--- src/rtl/sfpu_pkg.sv ---
`default_nettype none

package sfpu_pkg;

    localparam int MAX_STARS_DEF     = 64;
    localparam int FRACTION_BITS_DEF = 7;
    localparam int QUEUE_DEPTH       = 2;

    localparam int CFG_IDX_W  = 3;
    localparam int CFG_DATA_W = 16;

    // register indexes
    localparam logic [CFG_IDX_W-1:0] REG_STAR_COUNT   = 3'd0;
    localparam logic [CFG_IDX_W-1:0] REG_WIDTH_LIMIT  = 3'd1;
    localparam logic [CFG_IDX_W-1:0] REG_HEIGHT_LIMIT = 3'd2;
    localparam logic [CFG_IDX_W-1:0] REG_X_SPEED      = 3'd3;
    localparam logic [CFG_IDX_W-1:0] REG_Y_SPEED      = 3'd4;
    localparam logic [CFG_IDX_W-1:0] REG_STAR_COLOR   = 3'd5;

    // register reset values
    localparam logic [6:0]  STAR_COUNT_RST   = 7'd64;
    localparam logic [11:0] WIDTH_LIMIT_RST  = 12'd319;
    localparam logic [11:0] HEIGHT_LIMIT_RST = 12'd239;
    localparam logic [15:0] SPEED_RST        = 16'd0;
    localparam logic [7:0]  STAR_COLOR_RST   = 8'd255;

    // request kinds
    localparam logic OP_PLACE   = 1'b0;
    localparam logic OP_ADVANCE = 1'b1;

    // classified request, front to back
    typedef struct packed {
        logic        opcode;
        logic [15:0] camera_x;
        logic [15:0] camera_y;
        logic [15:0] draw_x_offset;
        logic [15:0] draw_y_offset;
        logic [11:0] rnd_a_w;   // random_a & width_limit
        logic [11:0] rnd_a_h;   // random_a & height_limit
        logic [11:0] rnd_b_h;   // random_b & height_limit
        logic        last;
    } sfpu_item_t;

    // settings the back end needs
    typedef struct packed {
        logic [11:0] width_limit;
        logic [11:0] height_limit;
        logic [15:0] x_speed;
        logic [15:0] y_speed;
        logic [7:0]  star_color;
    } sfpu_cfg_t;

endpackage

`default_nettype wire

--- src/rtl/sfpu_ram.sv ---
`default_nettype none

module sfpu_ram #(
    parameter int  WIDTH  = 32,
    parameter int  DEPTH  = 64,
    localparam int ADDR_W = (DEPTH > 1) ? $clog2(DEPTH) : 1
) (
    input  wire logic              aclk,
    input  wire logic              we,
    input  wire logic [ADDR_W-1:0] waddr,
    input  wire logic [WIDTH-1:0]  wdata,
    input  wire logic [ADDR_W-1:0] raddr,
    output logic      [WIDTH-1:0]  rdata
);

    logic [WIDTH-1:0] mem [DEPTH];
    logic [WIDTH-1:0] rdata_reg;

    always_ff @(posedge aclk) begin
        if (we) begin
            mem[waddr] <= wdata;
        end
        rdata_reg <= mem[raddr];
    end

    assign rdata = rdata_reg;

endmodule

`default_nettype wire

--- src/rtl/sfpu_front.sv ---
`default_nettype none

module sfpu_front #(
    parameter int  MAX_STARS = sfpu_pkg::MAX_STARS_DEF,
    localparam int IDX_W     = (MAX_STARS > 1) ? $clog2(MAX_STARS) : 1
) (
    input  wire logic                    aclk,
    input  wire logic                    aresetn,
    input  wire logic                    s_tvalid,
    output logic                         s_tready,
    input  wire logic                    s_tuser,
    input  wire logic [95:0]             s_tdata,
    input  wire logic [6:0]              star_count,
    input  wire logic [11:0]             width_limit,
    input  wire logic [11:0]             height_limit,
    output logic                         push_valid,
    input  wire logic                    push_ready,
    output sfpu_pkg::sfpu_item_t         push_item,
    output logic      [IDX_W-1:0]        push_index
);
    import sfpu_pkg::*;

    localparam int CMP_W = (IDX_W + 1 > 7) ? IDX_W + 1 : 7;

    logic [IDX_W-1:0] index_reg;
    logic [IDX_W-1:0] index_next;
    logic [CMP_W-1:0] cnt_raw;
    logic [CMP_W-1:0] cnt_eff;
    logic [CMP_W-1:0] idx_inc;
    logic             last;
    logic             accept;

    // zero count acts as one, counts above the table size saturate
    always_comb begin
        cnt_raw = CMP_W'(star_count);
        if (cnt_raw == '0) begin
            cnt_eff = CMP_W'(1);
        end else if (cnt_raw > CMP_W'(MAX_STARS)) begin
            cnt_eff = CMP_W'(MAX_STARS);
        end else begin
            cnt_eff = cnt_raw;
        end
        idx_inc    = CMP_W'(index_reg) + CMP_W'(1);
        last       = (idx_inc >= cnt_eff);
        index_next = last ? '0 : idx_inc[IDX_W-1:0];
    end

    assign accept     = s_tvalid && s_tready;
    assign s_tready   = push_ready;
    assign push_valid = s_tvalid;
    assign push_index = index_reg;

    always_comb begin
        push_item.opcode        = s_tuser;
        push_item.camera_x      = s_tdata[15:0];
        push_item.camera_y      = s_tdata[31:16];
        push_item.draw_x_offset = s_tdata[47:32];
        push_item.draw_y_offset = s_tdata[63:48];
        push_item.rnd_a_w       = s_tdata[75:64] & width_limit;
        push_item.rnd_a_h       = s_tdata[75:64] & height_limit;
        push_item.rnd_b_h       = s_tdata[91:80] & height_limit;
        push_item.last          = last;
    end

    always_ff @(posedge aclk) begin
        if (!aresetn) begin
            index_reg <= '0;
        end else if (accept) begin
            index_reg <= index_next;
        end
    end

endmodule

`default_nettype wire

--- src/rtl/sfpu_queue.sv ---
`default_nettype none

module sfpu_queue #(
    parameter int  WIDTH = 8,
    parameter int  DEPTH = sfpu_pkg::QUEUE_DEPTH,
    localparam int PTR_W = (DEPTH > 1) ? $clog2(DEPTH) : 1,
    localparam int CNT_W = $clog2(DEPTH + 1)
) (
    input  wire logic             aclk,
    input  wire logic             aresetn,
    input  wire logic             push_valid,
    output logic                  push_ready,
    input  wire logic [WIDTH-1:0] push_data,
    output logic                  pop_valid,
    input  wire logic             pop_ready,
    output logic      [WIDTH-1:0] pop_data
);

    logic [WIDTH-1:0] entry [DEPTH];
    logic [PTR_W-1:0] wr_ptr_reg;
    logic [PTR_W-1:0] rd_ptr_reg;
    logic [CNT_W-1:0] count_reg;
    logic [CNT_W-1:0] count_next;
    logic             do_push;
    logic             do_pop;

    assign push_ready = (count_reg != CNT_W'(DEPTH));
    assign pop_valid  = (count_reg != '0);
    assign pop_data   = entry[rd_ptr_reg];
    assign do_push    = push_valid && push_ready;
    assign do_pop     = pop_valid && pop_ready;

    always_comb begin
        count_next = count_reg;
        if (do_push && !do_pop) begin
            count_next = count_reg + CNT_W'(1);
        end else if (do_pop && !do_push) begin
            count_next = count_reg - CNT_W'(1);
        end
    end

    always_ff @(posedge aclk) begin
        if (do_push) begin
            entry[wr_ptr_reg] <= push_data;
        end
    end

    always_ff @(posedge aclk) begin
        if (!aresetn) begin
            wr_ptr_reg <= '0;
            rd_ptr_reg <= '0;
            count_reg  <= '0;
        end else begin
            count_reg <= count_next;
            if (do_push) begin
                wr_ptr_reg <= (wr_ptr_reg == PTR_W'(DEPTH - 1)) ? '0 : wr_ptr_reg + PTR_W'(1);
            end
            if (do_pop) begin
                rd_ptr_reg <= (rd_ptr_reg == PTR_W'(DEPTH - 1)) ? '0 : rd_ptr_reg + PTR_W'(1);
            end
        end
    end

endmodule

`default_nettype wire

--- src/rtl/sfpu_back.sv ---
`default_nettype none

module sfpu_back #(
    parameter int  MAX_STARS     = sfpu_pkg::MAX_STARS_DEF,
    parameter int  FRACTION_BITS = sfpu_pkg::FRACTION_BITS_DEF,
    localparam int IDX_W         = (MAX_STARS > 1) ? $clog2(MAX_STARS) : 1
) (
    input  wire logic                 aclk,
    input  wire logic                 aresetn,
    input  wire logic                 pop_valid,
    output logic                      pop_ready,
    input  wire sfpu_pkg::sfpu_item_t pop_item,
    input  wire logic [IDX_W-1:0]     pop_index,
    input  wire sfpu_pkg::sfpu_cfg_t  cfg,
    output logic                      m_tvalid,
    input  wire logic                 m_tready,
    output logic      [39:0]          m_tdata,
    output logic                      m_tlast
);
    import sfpu_pkg::*;

    localparam logic [1:0] ST_IDLE = 2'd0;
    localparam logic [1:0] ST_ADD  = 2'd1;
    localparam logic [1:0] ST_EVAL = 2'd2;
    localparam logic [1:0] ST_EMIT = 2'd3;

    logic [1:0]       state_reg;
    logic [1:0]       state_next;
    sfpu_item_t       item_reg;
    logic [IDX_W-1:0] index_reg;
    logic [31:0]      pos_x_reg;
    logic [31:0]      pos_y_reg;
    logic [15:0]      sx_reg;
    logic [15:0]      sy_reg;

    logic             m_valid_reg;
    logic [15:0]      point_x_reg;
    logic [15:0]      point_y_reg;
    logic [7:0]       color_reg;
    logic             last_reg;

    logic             we;
    logic [IDX_W-1:0] waddr;
    logic [31:0]      wdata_x;
    logic [31:0]      wdata_y;
    logic [31:0]      rdata_x;
    logic [31:0]      rdata_y;

    logic [31:0]      shx;
    logic [31:0]      shy;
    logic [31:0]      cam_x32;
    logic [31:0]      cam_y32;
    logic [31:0]      rx_rand;
    logic [31:0]      ry_rand;
    logic [31:0]      rx_left;
    logic [31:0]      ry_top;
    logic             exit_left;
    logic             exit_right;
    logic             exit_top;
    logic             exit_bottom;
    logic             emit_go;
    logic             place_go;

    function automatic logic [31:0] fix(input logic [31:0] v);
        return v << FRACTION_BITS;
    endfunction

    sfpu_ram #(.WIDTH(32), .DEPTH(MAX_STARS)) u_ram_x (
        .aclk  (aclk),
        .we    (we),
        .waddr (waddr),
        .wdata (wdata_x),
        .raddr (pop_index),
        .rdata (rdata_x)
    );

    sfpu_ram #(.WIDTH(32), .DEPTH(MAX_STARS)) u_ram_y (
        .aclk  (aclk),
        .we    (we),
        .waddr (waddr),
        .wdata (wdata_y),
        .raddr (pop_index),
        .rdata (rdata_y)
    );

    assign pop_ready = (state_reg == ST_IDLE);
    assign place_go  = pop_valid && pop_ready && (pop_item.opcode == OP_PLACE);
    assign emit_go   = (state_reg == ST_EMIT) && (!m_valid_reg || m_tready);

    // integer pixel positions, fraction bits shifted out
    assign shx = 32'($signed(pos_x_reg) >>> FRACTION_BITS);
    assign shy = 32'($signed(pos_y_reg) >>> FRACTION_BITS);

    // exit tests, left first, bottom last
    assign exit_left   = sx_reg[15];
    assign exit_right  = !sx_reg[15] && (sx_reg[14:0] > {3'b000, cfg.width_limit});
    assign exit_top    = sy_reg[15];
    assign exit_bottom = !sy_reg[15] && (sy_reg[14:0] > {3'b000, cfg.height_limit});

    assign cam_x32 = {{16{item_reg.camera_x[15]}}, item_reg.camera_x};
    assign cam_y32 = {{16{item_reg.camera_y[15]}}, item_reg.camera_y};
    assign rx_rand = {20'd0, item_reg.rnd_a_w} + cam_x32;
    assign ry_rand = {20'd0, item_reg.rnd_a_h} + cam_y32;
    assign rx_left = {20'd0, cfg.width_limit} + cam_x32;
    assign ry_top  = {20'd0, cfg.height_limit} + cam_y32;

    always_comb begin
        we      = 1'b0;
        waddr   = index_reg;
        wdata_x = pos_x_reg;
        wdata_y = pos_y_reg;
        if (place_go) begin
            we      = 1'b1;
            waddr   = pop_index;
            wdata_x = fix({20'd0, pop_item.rnd_a_w});
            wdata_y = fix({20'd0, pop_item.rnd_b_h});
        end else if (emit_go) begin
            we = 1'b1;
            if (exit_left) begin
                wdata_x = fix(rx_left);
                wdata_y = fix(ry_rand);
            end else if (exit_right) begin
                wdata_x = fix(cam_x32);
                wdata_y = fix(ry_rand);
            end else if (exit_top) begin
                wdata_x = fix(rx_rand);
                wdata_y = fix(ry_top);
            end else if (exit_bottom) begin
                wdata_x = fix(rx_rand);
                wdata_y = fix(cam_y32);
            end
        end
    end

    always_comb begin
        state_next = state_reg;
        case (state_reg)
            ST_IDLE: begin
                if (pop_valid && (pop_item.opcode == OP_ADVANCE)) begin
                    state_next = ST_ADD;
                end
            end
            ST_ADD:  state_next = ST_EVAL;
            ST_EVAL: state_next = ST_EMIT;
            ST_EMIT: begin
                if (emit_go) begin
                    state_next = ST_IDLE;
                end
            end
            default: state_next = ST_IDLE;
        endcase
    end

    always_ff @(posedge aclk) begin
        if (!aresetn) begin
            state_reg   <= ST_IDLE;
            m_valid_reg <= 1'b0;
        end else begin
            state_reg <= state_next;
            if (emit_go) begin
                m_valid_reg <= 1'b1;
            end else if (m_tready) begin
                m_valid_reg <= 1'b0;
            end
        end
    end

    always_ff @(posedge aclk) begin
        if (pop_valid && pop_ready) begin
            item_reg  <= pop_item;
            index_reg <= pop_index;
        end
        if (state_reg == ST_ADD) begin
            pos_x_reg <= rdata_x + {{16{cfg.x_speed[15]}}, cfg.x_speed};
            pos_y_reg <= rdata_y + {{16{cfg.y_speed[15]}}, cfg.y_speed};
        end
        if (state_reg == ST_EVAL) begin
            sx_reg <= shx[15:0] - item_reg.camera_x;
            sy_reg <= shy[15:0] - item_reg.camera_y;
        end
        if (emit_go) begin
            point_x_reg <= sx_reg + item_reg.draw_x_offset;
            point_y_reg <= sy_reg + item_reg.draw_y_offset;
            color_reg   <= cfg.star_color;
            last_reg    <= item_reg.last;
        end
    end

    assign m_tvalid = m_valid_reg;
    assign m_tdata  = {color_reg, point_y_reg, point_x_reg};
    assign m_tlast  = last_reg;

endmodule

`default_nettype wire

--- src/rtl/starfield_point_updater_unit.sv ---
// Advance request: queued, then RAM read, ADD, EVAL, EMIT sets m_tvalid; back end busy.
// Place request: written to the star RAMs as the back end pops it, no result.
// Throughput set by the back end's read, add, screen-map, write-back sequence on the
// star RAMs; a 2-entry queue lets the front keep taking requests meanwhile.
// Synchronous active-low reset: star index 0, registers to defaults, queue and output
// emptied. Star RAM contents are not cleared and hold nothing meaningful until placed.
`default_nettype none

module starfield_point_updater_unit #(
    parameter int MAX_STARS     = sfpu_pkg::MAX_STARS_DEF,
    parameter int FRACTION_BITS = sfpu_pkg::FRACTION_BITS_DEF
) (
    input  wire logic                            aclk,
    input  wire logic                            aresetn,
    // request stream
    input  wire logic                            s_tvalid,
    output logic                                 s_tready,
    input  wire logic                            s_tuser,   // opcode
    // camera_x[15:0], camera_y[31:16], draw_x_offset[47:32], draw_y_offset[63:48],
    // random_a[79:64], random_b[95:80]
    input  wire logic [95:0]                     s_tdata,
    // point stream
    output logic                                 m_tvalid,
    input  wire logic                            m_tready,
    // point_x[15:0], point_y[31:16], point_color[39:32]
    output logic      [39:0]                     m_tdata,
    output logic                                 m_tlast,   // last_star
    // register write channel
    input  wire logic                            cfg_valid,
    output logic                                 cfg_ready,
    input  wire logic [sfpu_pkg::CFG_IDX_W-1:0]  cfg_index,
    input  wire logic [sfpu_pkg::CFG_DATA_W-1:0] cfg_data
);
    import sfpu_pkg::*;

    localparam int IDX_W = (MAX_STARS > 1) ? $clog2(MAX_STARS) : 1;
    localparam int Q_W   = $bits(sfpu_item_t) + IDX_W;

    // configuration registers
    logic [6:0]  star_count_reg;
    logic [11:0] width_limit_reg;
    logic [11:0] height_limit_reg;
    logic [15:0] x_speed_reg;
    logic [15:0] y_speed_reg;
    logic [7:0]  star_color_reg;
    sfpu_cfg_t   cfg;

    // front to queue
    logic             push_valid;
    logic             push_ready;
    sfpu_item_t       push_item;
    logic [IDX_W-1:0] push_index;

    // queue to back
    logic             pop_valid;
    logic             pop_ready;
    logic [Q_W-1:0]   pop_data;
    sfpu_item_t       pop_item;
    logic [IDX_W-1:0] pop_index;

    // Registers are always writable; software must only write them while idle (not enforced here).
    assign cfg_ready = 1'b1;

    always_ff @(posedge aclk) begin
        if (!aresetn) begin
            star_count_reg   <= STAR_COUNT_RST;
            width_limit_reg  <= WIDTH_LIMIT_RST;
            height_limit_reg <= HEIGHT_LIMIT_RST;
            x_speed_reg      <= SPEED_RST;
            y_speed_reg      <= SPEED_RST;
            star_color_reg   <= STAR_COLOR_RST;
        end else if (cfg_valid && cfg_ready) begin
            case (cfg_index)
                REG_STAR_COUNT:   star_count_reg   <= cfg_data[6:0];
                REG_WIDTH_LIMIT:  width_limit_reg  <= cfg_data[11:0];
                REG_HEIGHT_LIMIT: height_limit_reg <= cfg_data[11:0];
                REG_X_SPEED:      x_speed_reg      <= cfg_data;
                REG_Y_SPEED:      y_speed_reg      <= cfg_data;
                REG_STAR_COLOR:   star_color_reg   <= cfg_data[7:0];
                default:          ; // unlisted index: ignored
            endcase
        end
    end

    always_comb begin
        cfg.width_limit  = width_limit_reg;
        cfg.height_limit = height_limit_reg;
        cfg.x_speed      = x_speed_reg;
        cfg.y_speed      = y_speed_reg;
        cfg.star_color   = star_color_reg;
    end

    // Front: takes requests, assigns star index and frame-end flag, masks randoms.
    sfpu_front #(.MAX_STARS(MAX_STARS)) u_front (
        .aclk         (aclk),
        .aresetn      (aresetn),
        .s_tvalid     (s_tvalid),
        .s_tready     (s_tready),
        .s_tuser      (s_tuser),
        .s_tdata      (s_tdata),
        .star_count   (star_count_reg),
        .width_limit  (width_limit_reg),
        .height_limit (height_limit_reg),
        .push_valid   (push_valid),
        .push_ready   (push_ready),
        .push_item    (push_item),
        .push_index   (push_index)
    );

    // Short queue decoupling front and back.
    sfpu_queue #(.WIDTH(Q_W), .DEPTH(QUEUE_DEPTH)) u_queue (
        .aclk       (aclk),
        .aresetn    (aresetn),
        .push_valid (push_valid),
        .push_ready (push_ready),
        .push_data  ({push_item, push_index}),
        .pop_valid  (pop_valid),
        .pop_ready  (pop_ready),
        .pop_data   (pop_data)
    );

    assign pop_item  = pop_data[Q_W-1:IDX_W];
    assign pop_index = pop_data[IDX_W-1:0];

    // Back: star RAM placement and read-modify-write, edge respawn and point output register.
    sfpu_back #(.MAX_STARS(MAX_STARS), .FRACTION_BITS(FRACTION_BITS)) u_back (
        .aclk      (aclk),
        .aresetn   (aresetn),
        .pop_valid (pop_valid),
        .pop_ready (pop_ready),
        .pop_item  (pop_item),
        .pop_index (pop_index),
        .cfg       (cfg),
        .m_tvalid  (m_tvalid),
        .m_tready  (m_tready),
        .m_tdata   (m_tdata),
        .m_tlast   (m_tlast)
    );

endmodule

`default_nettype wire

--- config.mk ---
export PLATFORM = sky130hd
export DESIGN_NAME = starfield_point_updater_unit
export DESIGN_NICKNAME = d
export VERILOG_FILES = /design/src/rtl/sfpu_pkg.sv /design/src/rtl/sfpu_ram.sv /design/src/rtl/sfpu_front.sv /design/src/rtl/sfpu_queue.sv /design/src/rtl/sfpu_back.sv /design/src/rtl/starfield_point_updater_unit.sv
export SDC_FILE = /design/constraint.sdc
export NUM_CORES = 2
export LEC_CHECK = 0
export BUFFER_PORTS_ARGS = -buffer_cell sky130_fd_sc_hd__buf_2
export CORE_MARGIN = 4
export CORE_UTILIZATION = 41
export DETAILED_ROUTE_END_ITERATION = 8
export PLACE_DENSITY = 0.59
export SYNTH_ARGS = -nofsm -noshare
export SYNTH_HDL_FRONTEND = slang
export SYNTH_HIERARCHICAL = 1
export SYNTH_MEMORY_MAX_BITS = 65536
export SYNTH_SLANG_ARGS = --single-unit
--- constraint.sdc ---
create_clock -name aclk -period 7.3 [get_ports aclk]
set_input_delay 1.46 -clock aclk [delete_from_list [all_inputs] [get_ports aclk]]
set_output_delay 1.46 -clock aclk [all_outputs]
set_load 0.02 [all_outputs]
-- Yosys cells after proc, flatten, opt, wreduce, memory -nomap -nowiden
Memories as Yosys holds them, arrays and structs flattened. A register that Yosys moved wholly into a read port is not among the register bits.
Index checks and enable logic that the tools add are counted.
- add/sub/neg operators: 15
- $lt $le $gt $ge: 4
- eq/ne operators: 11
- muxes and demuxes: 33
- bitwise operators: 4
- reductions and logical operators: 28
- operators with widths (kind ; number):
    $mux 32 ; 12
    $add 13x16->17 ; 4
    $add 32x32->32 ; 2
    $and 12x12->12 ; 3
    $add 16x16->16 ; 2
    $sub 16x16->16 ; 2
    $gt 15x12->1 ; 2
    $mux 7 ; 2
    $reduce_and 2->1 ; 7
    $mux 1 ; 12
    $mux 6 ; 2
    $logic_and 1x1->1 ; 9
    $mux 2 ; 4
    $pmux 2 s4 ; 1
    $add 6x1->7 const B ; 1
    $ge 7x7->1 ; 1
    $gt 7x7->1 const B ; 1
    $logic_not 7->1 ; 1
    $eq 3x2->1 const B ; 2
    $eq 3x3->1 const B ; 2
    $reduce_bool 2->1 ; 3
    $logic_not 1->1 ; 5
    $eq 2x2->1 const B ; 2
    $ne 2x2->1 const B ; 2
    10 further kinds ; 11
- flip-flop bits (word level): 316
- RAM bits: 4312
- input port bits: 121
- logic and storage cells: 126
- memories: 3
- memories (name ; words ; bits a word ; rd ports ; clocked after memory_dff ; write ports ; line ; RTL):
    u_back.u_ram_x.mem ; 64 ; 32 ; 1 ; 1 ; 1 ; sfpu_ram.sv:16 ; logic [WIDTH-1:0] mem [DEPTH];
    u_back.u_ram_y.mem ; 64 ; 32 ; 1 ; 1 ; 1 ; sfpu_ram.sv:16 ;
    u_queue.entry ; 2 ; 108 ; 1 ; 1 ; 1 ; sfpu_queue.sv:19 ; logic [WIDTH-1:0] entry [DEPTH];

-- Depth between registers and ports, before layout
- depth after elaboration: 8
- gate-level depth with buffers: 13
- gate-level depth less buffers: 12

-- Modules after synthesis
The synthesis kept the hierarchy.
- by module, submodules not included (module ; times used ; cells each ; area each (um2) ; seq. area each (um2)):
    sfpu_ram ; 2 ; 3324 ; 78515.3 ; 62139.6
    sfpu_back ; 1 ; 1799 ; 17684.5 ; 7026.7
    sfpu_queue ; 1 ; 360 ; 8105.3 ; 6586.3
    starfield_point_updater_unit ; 1 ; 267 ; 2762.6 ; 1421.4
    sfpu_front ; 1 ; 175 ; 1310.0 ; 120.1

-- Worst setup path after synthesis
OpenSTA, ideal clock, no wires.
- path kind: input port to flip-flop
- start: in m_tready
- end: mem u_back.u_ram_y.mem[0][20] (data pin)
- arrival: 6937 ps
- setup slack: -500 ps
- stages: 7
- path buffers: 2
- cell sequence: nand2b_1 -> nand2_1 -> inv_1 -> clkbuf_1 -> clkbuf_1 -> nor2_1 -> nor4_1
- longest elaborated chain between the ends: 4
- RTL lines (item ; line ; RTL):
    from (decl) ; starfield_point_updater_unit.sv:24 ; input wire logic m_tready,
    $logic_or 1x1->1 ; sfpu_back.sv:88 ; assign emit_go = (state_reg == ST_EMIT) && (!m_valid_reg || m_tready);
    $logic_and 1x1->1 ; sfpu_back.sv:88 ;
    via u_back.emit_go ; sfpu_back.sv:61 ; logic emit_go;
    $mux 32 ; sfpu_back.sv:117 ; end else if (emit_go) begin
    $mux 32 ; sfpu_back.sv:112 ; if (place_go) begin
    via u_back.wdata_y[20] ; sfpu_back.sv:45 ; logic [31:0] wdata_y;
    to (decl) ; sfpu_ram.sv:16 ;
The timed path passes the listed nets, and every way through them passes these cells.

-- Worst setup path in the final report
- start: reg u_back.state_reg[1]
- end: mem u_back.u_ram_x.mem[56][1], enable pin
- RTL lines (item ; line ; RTL):
    from (decl) ; sfpu_back.sv:27 ; logic [1:0] state_reg;
    from (signal assigned) ; sfpu_back.sv:159 ; state_reg <= state_next;
    $logic_not 2->1 ; sfpu_back.sv:86 ; assign pop_ready = (state_reg == ST_IDLE);
    via pop_ready ; starfield_point_updater_unit.sv:56 ; logic pop_ready;
    $logic_and 1x1->1 (2 in a row) ; sfpu_back.sv:87 ; assign place_go = pop_valid && pop_ready && (pop_item.opcode == OP_PLACE);
    $mux 6 ; sfpu_back.sv:112 ;
    via u_back.waddr[3] ; sfpu_back.sv:43 ; logic [IDX_W-1:0] waddr;
    to (decl) ; sfpu_ram.sv:16 ;
The timed path passes the listed nets, and every way through them passes these cells.

==> results.json <==
{
  "ios": 165,
  "hold_class": "register to register",
  "period_share_pct": 70.8,
  "r2r_setup_slack_ns": 2.13,
  "startpoint": "u_back/state_reg[1]$_SDFFE_PN0P_",
  "place.gp.congestion": 0.885,
  "cts_buffers": 343,
  "worst_pin_slew_ns": 1.55,
  "drc_errors": 0,
  "htree_num_levels": 5,
  "path_max_fanout": 44,
  "power_density_nw_per_um2": 395,
  "drtPass1Iterations": 6,
  "violations": "capacitance limit, slew limit",
  "fillers": 28500,
  "cts.repair.resized": 0,
  "slew_violations": 2,
  "avgSynthCellArea_um2": 19.2,
  "grt_overflow": 0,
  "largestRegisters": "u_back/u_ram_x/mem (1472), u_back/u_ram_y/mem (1472), u_queue/entry (216)",
  "hold_violations": 0,
  "finalCriticalPeriod_ns": 5.17,
  "dieArea_um2": 355000,
  "start_util_pct": 41.3,
  "antenna_found_initial": 23,
  "cpPeakStageDelay_ns": 0.71,
  "syn_nets": 7704,
  "cts_setup_buffers": 0,
  "clk_latency_ns": 0.89,
  "cts_buffer_depth": 4,
  "setup_slack_ns": 2.13,
  "cts_tree": "done",
  "wl_per_cell_um": 29.0,
  "status": "finished, violations left",
  "cts_root_buf": "clkbuf_16",
  "avgViaCountPerCell": 5.78,
  "setup_tns_ns": 0,
  "cp_slowest_cell": "nor2_2",
  "fin_cells": 12500,
  "hold_buffers": 0,
  "netlist_area_um2": 142000,
  "coreArea_um2": 344000,
  "syn_inst": 7382,
  "critPathLaunchType": "register",
  "via_count": 72200,
  "grt_pass1_wl_um": 520000,
  "dr.first_iter.drc_count": 8060,
  "rr_startpoint": "u_back/state_reg[1]$_SDFFE_PN0P_",
  "grt_usage_pct": 20.0,
  "cp_num_buf_inv": 4,
  "finalNetCount": 7985,
  "critPathCaptureType": "register",
  "yosysWarnings": 6,
  "crit_type": "register to register",
  "rows": 215,
  "max-cap-violations": 1,
  "grt_max_degree": 111,
  "grt_pass1_vias": 72200,
  "slew_headroom_pct": -3.99,
  "ir_worst_vdd_mv": 0.244,
  "dpl.hpwl_um": 220000,
  "fin_worst_skew_ns": 0.0475,
  "ant_nets": 0,
  "cts.clk_slew.worst_paths_ns": 0.06,
  "fmax_ghz": 0.193,
  "finalPower_w": 0.0631,
  "drive_gt1_share_pct": 25.5,
  "p_leak_nw": 51.8,
  "pre_cts_ws_ns": 2.20,
  "chipWidth_um": 596,
  "worstPathRequired_ns": 7.86,
  "io_buffers": 155,
  "die_h_um": 596,
  "wl_um": 363000,
  "place_inst": 11900,
  "path_cells": "inv_1, ha_1, and2_4, nor2b_4, buf_4, nand2_1, nand2_1, buf_4, nand3_1, nor2_2, buf_4",
  "cpMostUsedCell": "buf_4",
  "fin_util_pct": 46.5,
  "critPathArrivalTime_ns": 5.73,
  "worstHoldStart": "u_back/item_reg[0]$_DFFE_PP_",
  "area_growth_pct": 12.7,
  "cts_sinks": 3505,
  "rsz0062_at_grt": "no",
  "critPathTopFamily": "simple AND/OR/NAND/NOR gates",
  "finalSetupViolCount": 0
}
## worst paths after layout
path / to / depth (start not counted)
worst max-delay path: u_back/u_ram_x/mem[56][1]$_DFFE_PP_ / 11
worst min-delay path: u_back/m_tlast$_DFFE_PP_ / 0
worst max register to register: u_back/u_ram_x/mem[56][1]$_DFFE_PP_ / 11
worst min register to register: u_back/m_tlast$_DFFE_PP_ / 0
## metal layers
layer / track usage (%) / wire length (um) / vias up
li1: - / - / 30400
met1: 27.9 / 150000 / 38500
met2: 32.7 / 175000 / 2815
met3: 3.14 / 26400 / 572
met4: 6.06 / 11800 / 6
met5: 0 / 47 / -
## through the flow
step | instance area (um^2) | hold WS, ns
floorplan | 142000 | 0.400
global placement | 149000 | 0.415
detailed placement | 149000 | 0.411
CTS | 160000 | 0.415
global route | 160000 | 0.420
finish | 160000 | 0.423
## final cells by class
cell class	instances	area (um^2)	share of cell area [%]
antenna	15	37.5	0.0235
sequential	3505	104000	65.0
clock buffer	407	8960	5.60
clock inverter	207	2270	1.42
tap	4557	5700	3.57
multi-input combinational	3252	35600	22.2
timing repair buffer	429	2960	1.85
inverter	132	498	0.311
## power by group
part | switching [W] | total (W) | internal, W
clock network | 0.00742 | 0.0178 | 0.0104
logic | 0.0121 | 0.0183 | 0.00611
registers | 0.000653 | 0.0271 | 0.0264
total | 0.0202 | 0.0631 | 0.0429
## cells in the final DEF (no fill, tap or decap), types with 30 or more instances in the layout
master and n:
mux2i_1 254, nand2b_1 37, nand3_1 52, a22oi_1 30, mux2_2 84, o21ai_0 75, buf_4 265, dfxtp_1 130
clkbuf_1 56, and2_1 58, buf_2 154, clkinv_1 62, clkinv_2 64, o221ai_1 41, ha_1 189, clkbuf_16 348
o22ai_1 124, nor2_2 125, nor3_1 54, nor2_1 227, bufinv_16 46, xor2_1 33, nor2b_1 79, nand2_1 245
xnor2_1 92, mux4_2 764, inv_1 129, a21o_1 43, edfxtp_1 3374, a21oi_1 205
## worst reg2reg max path: cells and delay by family, from the launching register on
kind | cells | cell delay [ns]
fa+ha+maj | 1 | 0.21
buf+inv | 4 | 1.33
flops | 1 | 0.34
simple gates | 6 | 2.98
Power figures use the tool's default switching activity.
